File: config.mk
export PLATFORM = sky130hd
export DESIGN_NAME = mwo_divider
export DESIGN_NICKNAME = d
export VERILOG_FILES = /design/src/hdl/mwo_pkg.sv /design/src/hdl/mwo_divider.sv
export SDC_FILE = /design/constraint.sdc
export NUM_CORES = 1
export LEC_CHECK = 0
export BUFFER_PORTS_ARGS = -buffer_cell sky130_fd_sc_hd__buf_2
export CAP_MARGIN = 10
export CORE_ASPECT_RATIO = 1.2
export CORE_MARGIN = 2
export CORE_UTILIZATION = 57
export DETAILED_ROUTE_END_ITERATION = 16
export PLACE_DENSITY = 0.86
export SLEW_MARGIN = 0
export SYNTH_ARGS = -nofsm -noshare
export SYNTH_HDL_FRONTEND = slang
export SYNTH_SLANG_ARGS = --single-unit
File: constraint.sdc
create_clock -name clk_i -period 9.45 [get_ports clk_i]
set_input_delay 1.89 -clock clk_i [delete_from_list [all_inputs] [get_ports clk_i]]
set_output_delay 1.89 -clock clk_i [all_outputs]
set_load 0.02 [all_outputs]
File: src/hdl/mwo_pkg.sv
// Package for the multi-waveform oscillator: widths, codes, divider types
// and the quarter-wave sine table builder. No dependencies.
package mwo_pkg;

  localparam int unsigned SR_W   = 18;
  localparam int unsigned HC_W   = 7;
  localparam int unsigned MODE_W = 3;
  localparam int unsigned N_W    = 31;
  localparam int unsigned F_W    = 25;
  localparam int unsigned OUT_W  = 20;
  localparam int unsigned MOD_W  = SR_W + 8;

  localparam int unsigned MAX_HARMONICS = 64;
  localparam int unsigned H_W = $clog2(MAX_HARMONICS + 3);
  localparam int unsigned W_W = 2 * H_W;

  localparam int unsigned SINE_DEPTH = 1024;
  localparam int unsigned SINE_AW    = $clog2(SINE_DEPTH);
  localparam int unsigned IDX_W      = SINE_AW + 2;
  localparam int unsigned SINE_VW    = 17;
  localparam int unsigned TERM_W     = SINE_VW + 16;
  localparam int unsigned ACC_W      = TERM_W + 1 + $clog2(MAX_HARMONICS);

  localparam int unsigned DIV_LO_W  = 50;
  localparam int unsigned DIV_REM_W = 32;
  localparam int unsigned DIV_CNT_W = 6;
  localparam int unsigned SAW_SH    = 17;
  localparam int unsigned TRI_SH    = 18;
  localparam int unsigned RATIO_W   = TRI_SH;

  localparam int unsigned CFG_IDX_W  = 2;
  localparam int unsigned CFG_DATA_W = SR_W;
  localparam logic [CFG_IDX_W-1:0] CFG_SAMPLE_RATE    = 2'd0;
  localparam logic [CFG_IDX_W-1:0] CFG_HARMONIC_COUNT = 2'd1;
  localparam logic [SR_W-1:0] SR_RESET = 18'd20000;
  localparam logic [HC_W-1:0] HC_RESET = 7'd50;

  localparam longint HALF_PI_Q30 = 64'd1686629713;

  typedef enum logic [MODE_W-1:0] {
    MODE_SINE       = 3'd0,
    MODE_ADD_SAW    = 3'd1,
    MODE_ADD_SQUARE = 3'd2,
    MODE_ADD_TRI    = 3'd3,
    MODE_PSG_SAW    = 3'd4,
    MODE_PSG_SQUARE = 3'd5,
    MODE_PSG_TRI    = 3'd6,
    MODE_OFF        = 3'd7
  } mode_e;

  typedef struct packed {
    logic                 start;
    logic [DIV_REM_W-1:0] rem0;
    logic [DIV_LO_W-1:0]  lo;
    logic [DIV_CNT_W-1:0] cnt;
    logic [DIV_REM_W-1:0] den;
  } div_req_t;

  typedef struct packed {
    logic                 busy;
    logic [DIV_LO_W-1:0]  quo;
    logic [DIV_REM_W-1:0] rem;
  } div_rsp_t;

  typedef logic [SINE_VW-1:0] sine_rom_t [SINE_DEPTH+1];

  function automatic logic [63:0] div_u64(logic [63:0] num, logic [63:0] den);
    logic [63:0] quo;
    logic [64:0] rem;
    quo = '0;
    rem = '0;
    for (int i = 63; i >= 0; i--) begin
      rem = {rem[63:0], num[i]};
      if (rem >= {1'b0, den}) begin
        rem    = rem - {1'b0, den};
        quo[i] = 1'b1;
      end
    end
    return quo;
  endfunction

  function automatic sine_rom_t build_sine_rom();
    sine_rom_t   rom;
    logic [63:0] x;
    logic [63:0] term;
    longint      sum;
    longint      v;
    for (int k = 0; k <= SINE_DEPTH; k++) begin
      x    = (HALF_PI_Q30 * 64'(k)) / SINE_DEPTH;
      term = x;
      sum  = longint'(x);
      for (int j = 1; j < 12; j++) begin
        term = (term * x) >> 30;
        term = (term * x) >> 30;
        term = div_u64(term, 64'(2 * j) * 64'(2 * j + 1));
        if ((j % 2) == 1) sum = sum - longint'(term);
        else sum = sum + longint'(term);
      end
      if (sum < 0) sum = 0;
      v = (sum + 8192) >>> 14;
      if (v > 65536) v = 65536;
      rom[k] = SINE_VW'(v);
    end
    return rom;
  endfunction

endpackage

File: src/hdl/mwo_divider.sv
// Shared restoring divider, one quotient bit per cycle.
// Depends on mwo_pkg.
module mwo_divider (
  input  logic              clk_i,
  input  logic              rst_ni,
  input  mwo_pkg::div_req_t req_i,
  output mwo_pkg::div_rsp_t rsp_o
);
  import mwo_pkg::*;

  logic [DIV_REM_W-1:0] rem_q, rem_d;
  logic [DIV_LO_W-1:0]  lo_q, lo_d;
  logic [DIV_REM_W-1:0] den_q, den_d;
  logic [DIV_CNT_W-1:0] cnt_q, cnt_d;
  logic [DIV_REM_W:0]   trial;
  logic                 fits;

  always_comb begin
    trial = {rem_q, lo_q[DIV_LO_W-1]};
    fits  = trial >= {1'b0, den_q};
    rem_d = rem_q;
    lo_d  = lo_q;
    den_d = den_q;
    cnt_d = cnt_q;
    if (req_i.start) begin
      rem_d = req_i.rem0;
      lo_d  = req_i.lo;
      den_d = req_i.den;
      cnt_d = req_i.cnt;
    end else if (cnt_q != '0) begin
      rem_d = fits ? DIV_REM_W'(trial - {1'b0, den_q}) : DIV_REM_W'(trial);
      lo_d  = {lo_q[DIV_LO_W-2:0], fits};
      cnt_d = cnt_q - 1'b1;
    end
  end

  always_ff @(posedge clk_i or negedge rst_ni) begin
    if (!rst_ni) begin
      cnt_q <= '0;
    end else begin
      cnt_q <= cnt_d;
    end
  end

  always_ff @(posedge clk_i) begin
    rem_q <= rem_d;
    lo_q  <= lo_d;
    den_q <= den_d;
  end

  assign rsp_o.busy = cnt_q != '0;
  assign rsp_o.quo  = lo_q;
  assign rsp_o.rem  = rem_q;

endmodule

==> reports/results.tsv, run 1 <==
stage	metric	value	unit
critical_path	reg2reg end	rem_q[26]	
routing	drt initial violations	353	
clocking	clock buffer count from CTS	17	
power_and_ir_drop	PwrDens	330	nW/µm²
sta	final clock skew	9.02	ps
routing	DR WL/cell	18.4	µm
critical_path	Register-to-Register Path Depth	9	
synthesis	post-synthesis sequential area ratio	49.1	%
power_and_ir_drop	Switching Fraction	38.2	%
status	outcome	finished clean	
power_and_ir_drop	Switch Pwr	1140	µW
sta	Final Hold Viols	0	
synthesis	top cell type's share of synthesized area	47.1	%
finish	area of the multi-input gates	3370	µm²
synthesis	Syn Nets	776	
synthesis	Syn. warnings	0	
power_and_ir_drop	P_int	1840	µW
clocking	clk slew on worst S/H paths	60	ps
synthesis	asr flop ratio synth	5.00	%
routing	Post-Route WL	18400	µm
sta	part of the cycle the worst path needs	44.0	%
routing	DRC viols	0	
die	Starting Density	57.9	%
clocking	Post-CTS Resized	0	
power_and_ir_drop	Clk pwr share	23.5	%
finish	Area Overhead vs Synth	24.1	%
critical_path	Worst Path Arrival	2270	ps
die	Core ar.	12600	µm²
clocking	CTS tree	built	
placed_design	DP Wirelength	13300	µm
finish	share of layout cells above drive strength 1	40.1	%
placed_design	IO Port Bufs	205	
critical_path	CP cell instances	inv_1, ha_1, nand2b_1, nor4_1, inv_1, buf_2	
finish	final cell utilization of the core	71.9	%
synthesis	top cells by area, synth	edfxtp_1, mux2_2, ha_1	
clocking	Post-CTS Setup Bufs	0	
sta	pin slew with the least headroom to its limit	1120	ps
critical_path	Worst setup SP type	register	
critical_path	critical path capture point type	output port	
power_and_ir_drop	Comb power frac	48.6	%
critical_path	internal reg-to-reg setup slack	5890	ps
clocking	Longest Clk Path Bufs	2	
critical_path	CP Class	reg2out	
clocking	Root Buffer	clkbuf_16	
synthesis	Cell Area, Synth	7270	µm²
critical_path	CP required	7560	ps
hold_path	Worst Hold Class	reg2reg	
critical_path	Max FO, Critical Path	6	
job	Max Cap Viol	0	
die	die width	107	µm
global_routing	global route overflow	0	
clocking	CTS Hold Bufs	0	
finish	filler cell count	865	
die	full die area	13700	µm²
synthesis	Mean Syn Cell Area	11.8	µm²
die	die height	128	µm
sta	Slew Viols, Final	0	
critical_path	Critical Path End	rsp_o[82]	
sta	Max-Slew Margin vs Limit	25.1	%
synthesis	Post-synth EDFFs	114	
critical_path	largest stage delay on the critical path	700	ps
critical_path	crit path launch	cnt_q[1]	
clocking	H-tree Lvls	4	
sta	Hold WS	578	ps
sta	RSZ-0062 raised after global routing	no	
sta	Finish-stage setup viols	0	
sta	setup_tns	0	ps
routing	vias per cell	5.84	
clocking	Clock Latency Late Sink	420	ps
synthesis	Syn Inst Count	619	
sta	Final WS setup	5290	ps
global_routing	gr usage total	27.3	%
sta	fmax	240	MHz
global_routing	vias in the first global route	5964	
placed_design	Setup WS pre-CTS	5370	ps
routing	Initial DRT Pass Iterations	6	
global_routing	initial antenna violation count	0	
global_routing	largest net degree at the start of global routing	83	
synthesis	largest area contributor in the netlist	edfxtp_1	
critical_path	most frequent CP cell	inv_1	
finish	sequential cell area	3570	µm²
routing	Post-DRT Antenna Nets	0	
routing	vias post-DR	5822	
die	I/O Pins	206	
critical_path	RR Startpoint	rem_q[3]	
sta	Tmin final	4160	ps
synthesis	Synth Flop Type	edfxtp_1	
synthesis	Yosys cell types	67	
clocking	CTS Sinks	120	
global_routing	first-pass GRT wire length	28700	µm
placed_design	Placer Congestion	0.923	
power_and_ir_drop	Sequential Power Share	27.9	%
finish	Final Net Count	976	
die	Rows	45	
critical_path	Slowest cell on crit path	nor4_1	
power_and_ir_drop	Leak	0.00400	µW
power_and_ir_drop	Max VDD drop	0.182	mV
synthesis	Yosys reg bits	120	
[how the worst min path moves through the flow]
stage,to,cells past startpoint,slack (ps),startpoint
2_1_floorplan,cnt_q[4],2,570,cnt_q[5]
6_report,lo_q[35],1,580,lo_q[34]
5_1_grt,lo_q[35],1,590,lo_q[34]
3_3_place_gp,lo_q[41],1,550,lo_q[40]
4_1_cts,lo_q[35],1,580,lo_q[34]
3_5_place_dp,lo_q[35],1,570,lo_q[34]
[worst max-delay path: cells and delay by family (launching register included)]
kind	cells	cell delay [ps]
buf+inv	3	410
simple gates	2	830
flops	1	400
fa+ha+maj	1	200
[area by class of cell]
| class | count | share of cell area, % |
|---|---|---|
| sequential | 120 | 39.6 |
| multi-input combinational | 422 | 37.4 |
| timing repair buffer | 209 | 11.7 |
| clock buffer | 20 | 4.84 |
| tap | 164 | 2.27 |
| clock inverter | 12 | 2.20 |
| inverter | 49 | 2.04 |
| antenna | 1 | 0.0277 |
[power groups by stage]
stage / Clock, µW / Sequential (µW) / Combinational [µW]
after global routing: 729 / 846 / 1570
after detailed placement: 0 / 838 / 1420
final: 701 / 831 / 1450
after floorplan: 0 / 948 / 980
after CTS: 708 / 831 / 1440
after global placement: 0 / 828 / 1380
[metrics by stage]
step	total power, µW	instance area, µm²	instances
after floorplan	1930	7270	619
after global placement	2210	8390	963
after detailed placement	2260	8390	963
after CTS	2970	9020	995
after global routing	3150	9030	996
final	2980	9030	997
[synthesized netlist by cell type, drive strengths merged (4+ instances only)]
| master | count |
|---|---|
| nand2 | 35 |
| buf | 17 |
| a21boi | 5 |
| nand2b | 12 |
| o21ai | 28 |
| a21o | 15 |
| a221o | 4 |
| xnor2 | 12 |
| clkbuf | 11 |
| nand3 | 13 |
| o21a | 7 |
| edfxtp | 114 |
| nor3 | 14 |
| nand4 | 11 |
| a21oi | 36 |
| nor3b | 6 |
| ha | 33 |
| o21bai | 10 |
| dfrtp | 6 |
| xor2 | 9 |
| nor2 | 24 |
| o31ai | 5 |
| or3 | 4 |
| inv | 49 |
| mux2i | 5 |
| mux2 | 83 |
| nor2b | 11 |
[registers in the layout (all words and copies together), names as in the netlist]
signal and count:
cnt_q 6, den_q 32, lo_q 50, rem_q 32
[cells by family after synthesis]
logic type / share of synthesized area (%)
flip-flops: 49.1
AO/OA/AOI/OAI: 13.1
buffers and inverters: 4.70
AND/OR/NAND/NOR: 10.4
adder cells (fa/ha/maj): 5.95
XOR/XNOR: 2.53
multiplexers: 14.2
[layout by cell type (no fill, tap or decap), drive strengths merged, types with 4 or more instances in the layout]
master	Yosys	routed
o21a	7	7
nor2	24	24
buf	17	208
nand4	11	11
or3	4	4
nand3	13	13
a21boi	5	5
a21oi	36	36
nor2b	11	11
mux2	83	83
nand2	35	35
nand2b	12	12
bufinv	0	5
o31ai	5	5
o21ai	28	28
mux2i	5	5
edfxtp	114	114
xor2	9	9
nor3	14	14
xnor2	12	12
clkbuf	11	21
inv	49	50
a221o	4	4
nor3b	6	6
o21bai	10	10
dfrtp	6	6
ha	33	33
a21o	15	15
[metal layers]
layer  global-route usage [%]  part of all wire (%)
met5                        0                     0
met4                     12.3                   3.1
met3                     8.80                   7.9
met2                     48.4                    52
met1                     29.4                    37
Note: power is estimated with default switching activity, not from simulation.
==> run 2: changes to the inputs <==
Settings changed: CORE_UTILIZATION 57 to 48, PLACE_DENSITY 0.86 to 0.77.
Clock period 9.45 ns to 3.65 ns, I/O delays scaled along.
==> reports/results.tsv, run 2 (same netlist as run 1, synthesis figures left out) <==
stage	metric	value	unit
sta	RSZ-0062 raised after global routing	no	
sta	Slew Viols, Final	0	
global_routing	gr usage total	22.6	%
critical_path	CP required	3830	ps
critical_path	Max FO, Critical Path	17	
placed_design	Placer Congestion	0.983	
clocking	CTS Sinks	120	
sta	Finish-stage setup viols	0	
finish	Final Net Count	981	
finish	commonest non-fill, non-tap cells in the layout	buf_2, edfxtp_1, mux2_2	
critical_path	Worst setup SP type	register	
die	full die area	16200	µm²
clocking	clk slew on worst S/H paths	60	ps
routing	drt initial violations	315	
clocking	Post-CTS Setup Bufs	0	
routing	vias per cell	5.49	
routing	DR WL/cell	17.4	µm
placed_design	dpl cell area	8510	µm²
finish	Area Overhead vs Synth	24.8	%
global_routing	vias in the first global route	5859	
sta	Final Hold Viols	0	
power_and_ir_drop	PwrDens	829	nW/µm²
critical_path	CP cell instances	ha_1, a21oi_1, o21ai_1, or2_4, o311ai_4, o21a_1, nor2_1, a221o_1	
finish	max reg flops	50	
sta	Max-Slew Margin vs Limit	49.9	%
die	I/O Pins	206	
clocking	Longest Clk Path Bufs	2	
power_and_ir_drop	Max VDD drop	0.364	mV
finish	most common cell after layout, fill and taps aside	buf_2	
critical_path	Register-to-Register Path Depth	8	
critical_path	RR Startpoint	rem_q[15]	
hold_path	Worst Hold Class	in2async	
global_routing	initial antenna violation count	0	
sta	pin slew with the least headroom to its limit	751	ps
clocking	CTS Hold Bufs	0	
global_routing	global route overflow	0	
sta	fmax	296	MHz
routing	DRC viols	0	
finish	Most flops, register	lo_q	
finish	design area	9080	µm²
sta	Final WS setup	266	ps
sta	part of the cycle the worst path needs	92.7	%
global_routing	largest net degree at the start of global routing	75	
die	die height	139	µm
global_routing	first-pass GRT wire length	28400	µm
clocking	CTS tree	built	
die	Rows	49	
routing	Initial DRT Pass Iterations	4	
finish	top flop regs	lo_q (50), den_q (32), rem_q (32)	
die	Core ar.	14900	µm²
critical_path	Worst Path Arrival	3560	ps
placed_design	DP Wirelength	13300	µm
critical_path	critical path capture point type	register	
routing	vias post-DR	5723	
placed_design	Setup WS pre-CTS	281	ps
critical_path	reg2reg end	rem_q[26]	
job	Max Cap Viol	0	
power_and_ir_drop	Final Power	7520	µW
die	die width	116	µm
sta	final clock skew	14.0	ps
routing	met2 wire len	9130	µm
clocking	H-tree Lvls	4	
clocking	Post-CTS Resized	0	
critical_path	internal reg-to-reg setup slack	270	ps
sta	Tmin final	3380	ps
sta	setup_tns	0	ps
status	outcome	finished clean	
clocking	clock buffer count from CTS	17	
routing	Top Layer Used	met4	
clocking	Clock Latency Late Sink	430	ps
die	Starting Density	48.8	%
finish	share of layout cells above drive strength 1	40.9	%
routing	Post-DRT Antenna Nets	0	
power_and_ir_drop	Leak	0.00401	µW
critical_path	CP Class	reg2reg	
placed_design	IO Port Bufs	205	
clocking	Root Buffer	clkbuf_16	
routing	Post-Route WL	18100	µm
critical_path	largest stage delay on the critical path	700	ps
critical_path	Slowest cell on crit path	o21a_1	
routing	met3 wire length	1260	µm
routing	Met1 Wirelength	7360	µm
-- run 2: cell count changes in the layout (fill, tap and decap cells not counted), moves of 2 or more --
cell / delta
buf_12: +2
buf_4: +4
bufinv_16: -4
inv_6: +4
clkbuf_1: -3
clkinv_4: +2
-- run 2: how the worst max path moves through the flow --
stage / startpoint / endpoint / depth (start not counted)
2_1_floorplan: req_i[120] / lo_q[0] / 4
3_3_place_gp: rem_q[2] / rem_q[26] / 9
3_5_place_dp: rem_q[15] / rem_q[26] / 8
4_1_cts: rem_q[15] / rem_q[26] / 8
5_1_grt: rem_q[3] / rem_q[26] / 9
6_report: rem_q[15] / rem_q[26] / 8
-- run 2: layout make-up --
cell class,instances,area [µm²]
repair buffers,214,1120
multi-input cells,422,3370
clock inverters,15,140
fillers,1255,5820
well taps,204,255
diodes,1,2.50
inverters,49,184
flip-flops and latches,120,3570
clock buffers,17,425
-- run 2: power by group --
group          leakage [µW]  internal [µW]  switching (µW)
combinational       0.00248           1670            2100
sequential          0.00125           1920             225
clock              0.000274            947             663
-- run 2: stage by stage --
stage | util (%) | instances | hold WS (ps)
detailed placement | 57.1 | 1009 | 561
finish | 60.9 | 1042 | 125
global placement | 57.1 | 1009 | 555
floorplan | - | 619 | 434
CTS | 60.9 | 1041 | 114
global route | 60.9 | 1041 | 123
-- run 2: critical path: cells and delay by family, from the launching register on --
kind	cells	cell delay, ps
AOI/OAI and AO/OA	5	1860
and+or+nand+nor	2	450
adders and majority gates	1	420
DFF	1	410
-- run 2: metal layers --
metal,global-route usage (%),vias to the layer above
met5,0,-
li1,-,2728
met4,8.21,0
met2,38.2,225
met3,6.38,35
met1,27.3,2735
==> run 3: changes to the inputs <==
Settings changed: CAP_MARGIN 10 to not set, RECOVER_POWER set to 25.
==> reports/results.tsv, run 3 (same netlist as run 1, synthesis figures left out) <==
stage	metric	value	unit
clocking	clock buffer count from CTS	17	
routing	vias per cell	5.49	
die	I/O Pins	206	
die	die width	116	µm
routing	vias post-DR	5720	
clocking	Longest Clk Path Bufs	2	
finish	most common cell after layout, fill and taps aside	buf_2	
critical_path	Worst setup SP type	register	
power_and_ir_drop	Leak	0.00398	µW
die	die height	139	µm
critical_path	Max FO, Critical Path	17	
finish	sequential cell area	3570	µm²
global_routing	vias in the first global route	5859	
finish	Area Overhead vs Synth	24.4	%
routing	Post-DRT Antenna Nets	0	
critical_path	Worst Path Arrival	3560	ps
power_and_ir_drop	Max VDD drop	0.364	mV
clocking	Post-CTS Resized	0	
finish	commonest non-fill, non-tap cells in the layout	buf_2, edfxtp_1, mux2_2	
global_routing	global route overflow	0	
global_routing	initial antenna violation count	0	
clocking	H-tree Lvls	4	
finish	Final Net Count	981	
global_routing	first-pass GRT wire length	28400	µm
die	full die area	16200	µm²
status	failing checks	capacitance limit, slew limit	
critical_path	reg2reg end	rem_q[26]	
clocking	CTS Hold Bufs	0	
sta	Slew Viols, Final	75	
clocking	CTS tree	built	
finish	final cell utilization of the core	60.7	%
job	Max Cap Viol	1	
placed_design	dpl cell area	8510	µm²
finish	area of the multi-input gates	3370	µm²
sta	Final Hold Viols	0	
sta	final clock skew	13.4	ps
finish	top flop regs	lo_q (50), den_q (32), rem_q (32)	
die	Rows	49	
sta	pin slew with the least headroom to its limit	1810	ps
clocking	clk slew on worst S/H paths	60	ps
status	outcome	complete, but fails checks	
power_and_ir_drop	Sequential Power Share	28.5	%
power_and_ir_drop	P_int	4530	µW
critical_path	Slowest cell on crit path	o21a_1	
power_and_ir_drop	Comb power frac	50.1	%
finish	share of layout cells above drive strength 1	39.9	%
critical_path	Register-to-Register Path Depth	8	
routing	DRC viols	0	
clocking	Post-CTS Setup Bufs	0	
routing	Initial DRT Pass Iterations	4	
die	Core ar.	14900	µm²
placed_design	DP Wirelength	13300	µm
placed_design	Placer Congestion	0.983	
critical_path	internal reg-to-reg setup slack	270	ps
placed_design	IO Port Bufs	205	
finish	Most flops, register	lo_q	
finish	max reg flops	50	
critical_path	largest stage delay on the critical path	700	ps
power_and_ir_drop	Clk pwr share	21.4	%
routing	Post-Route WL	18100	µm
global_routing	gr usage total	22.6	%
global_routing	largest net degree at the start of global routing	75	
power_and_ir_drop	Switch Pwr	2990	µW
routing	DR WL/cell	17.4	µm
critical_path	RR Startpoint	rem_q[15]	
finish	design area	9050	µm²
critical_path	critical path capture point type	register	
power_and_ir_drop	Final Power	7520	µW
sta	RSZ-0062 raised after global routing	no	
critical_path	CP required	3830	ps
sta	fmax	295	MHz
sta	Tmin final	3380	ps
routing	drt initial violations	315	
sta	part of the cycle the worst path needs	92.7	%
sta	Max-Slew Margin vs Limit	-21.0	%
critical_path	crit path launch	rem_q[15]	
clocking	CTS Sinks	120	
sta	setup_tns	0	ps
hold_path	Worst Hold Class	in2async	
critical_path	CP Class	reg2reg	
die	Starting Density	48.8	%
power_and_ir_drop	PwrDens	832	nW/µm²
clocking	Clock Latency Late Sink	430	ps
sta	Finish-stage setup viols	0	
clocking	Root Buffer	clkbuf_16	
finish	filler cell count	1261	
critical_path	CP cell instances	ha_1, a21oi_1, o21ai_1, or2_4, o311ai_4, o21a_1, nor2_1, a221o_1	
power_and_ir_drop	Switching Fraction	39.8	%
-- run 3: changes by cell type in the layout (fill, tap and decap cells not counted), sizes merged --
cell    before  now
clkbuf      17   26
buf        214  205
-- run 3: worst max path at each step --
| stage | end | slack, ps | cells past startpoint |
|---|---|---|---|
| 3_3_place_gp | rem_q[26] | 350 | 9 |
| 3_5_place_dp | rem_q[26] | 280 | 8 |
| 2_1_floorplan | lo_q[0] | 600 | 4 |
| 4_1_cts | rem_q[26] | 280 | 8 |
| 5_1_grt | rem_q[26] | 60 | 9 |
| 6_report | rem_q[26] | 270 | 8 |
-- run 3: critical path: cells and delay by family (launching register included) --
family | cells | cell delay (ps)
and+or+nand+nor | 2 | 450
DFF | 1 | 410
AOI/OAI and AO/OA | 5 | 1860
adders and majority gates | 1 | 420
-- run 3: power by group through the flow --
| stage | sequential, µW | combinational (µW) | clock (µW) |
|---|---|---|---|
| 6_report | 2140 | 3770 | 1610 |
| 3_5_place_dp | 2170 | 3720 | 0 |
| 5_1_grt | 2180 | 4080 | 1690 |
| 4_1_cts | 2140 | 3740 | 1640 |
| 2_1_floorplan | 2450 | 2540 | 0 |
| 3_3_place_gp | 2150 | 3680 | 0 |
-- run 3: cell type report --
cell class / count / area share [%]
well taps: 204 / 2.82
clock inverters: 15 / 1.55
inverters: 49 / 2.03
clock buffers: 17 / 4.70
multi-input cells: 422 / 37.3
diodes: 1 / 0.0277
flip-flops and latches: 120 / 39.5
repair buffers: 214 / 12.1
-- run 3: per-layer routing --
| metal | vias to the layer above | track usage (%) | wire length [µm] |
|---|---|---|---|
| met5 | - | 0 | 0 |
| met4 | 0 | 8.21 | 379 |
| met3 | 35 | 6.38 | 1260 |
| met2 | 226 | 38.2 | 9120 |
| met1 | 2730 | 27.3 | 7370 |
| li1 | 2729 | - | - |
-- run 3: metrics by stage --
stage	worst slack, ps	std cells	hold WS (ps)
6_report	265	1042	186
5_1_grt	63.2	1041	199
4_1_cts	276	1041	114
3_5_place_dp	281	1009	561
3_3_place_gp	354	1009	555
2_1_floorplan	599	619	434
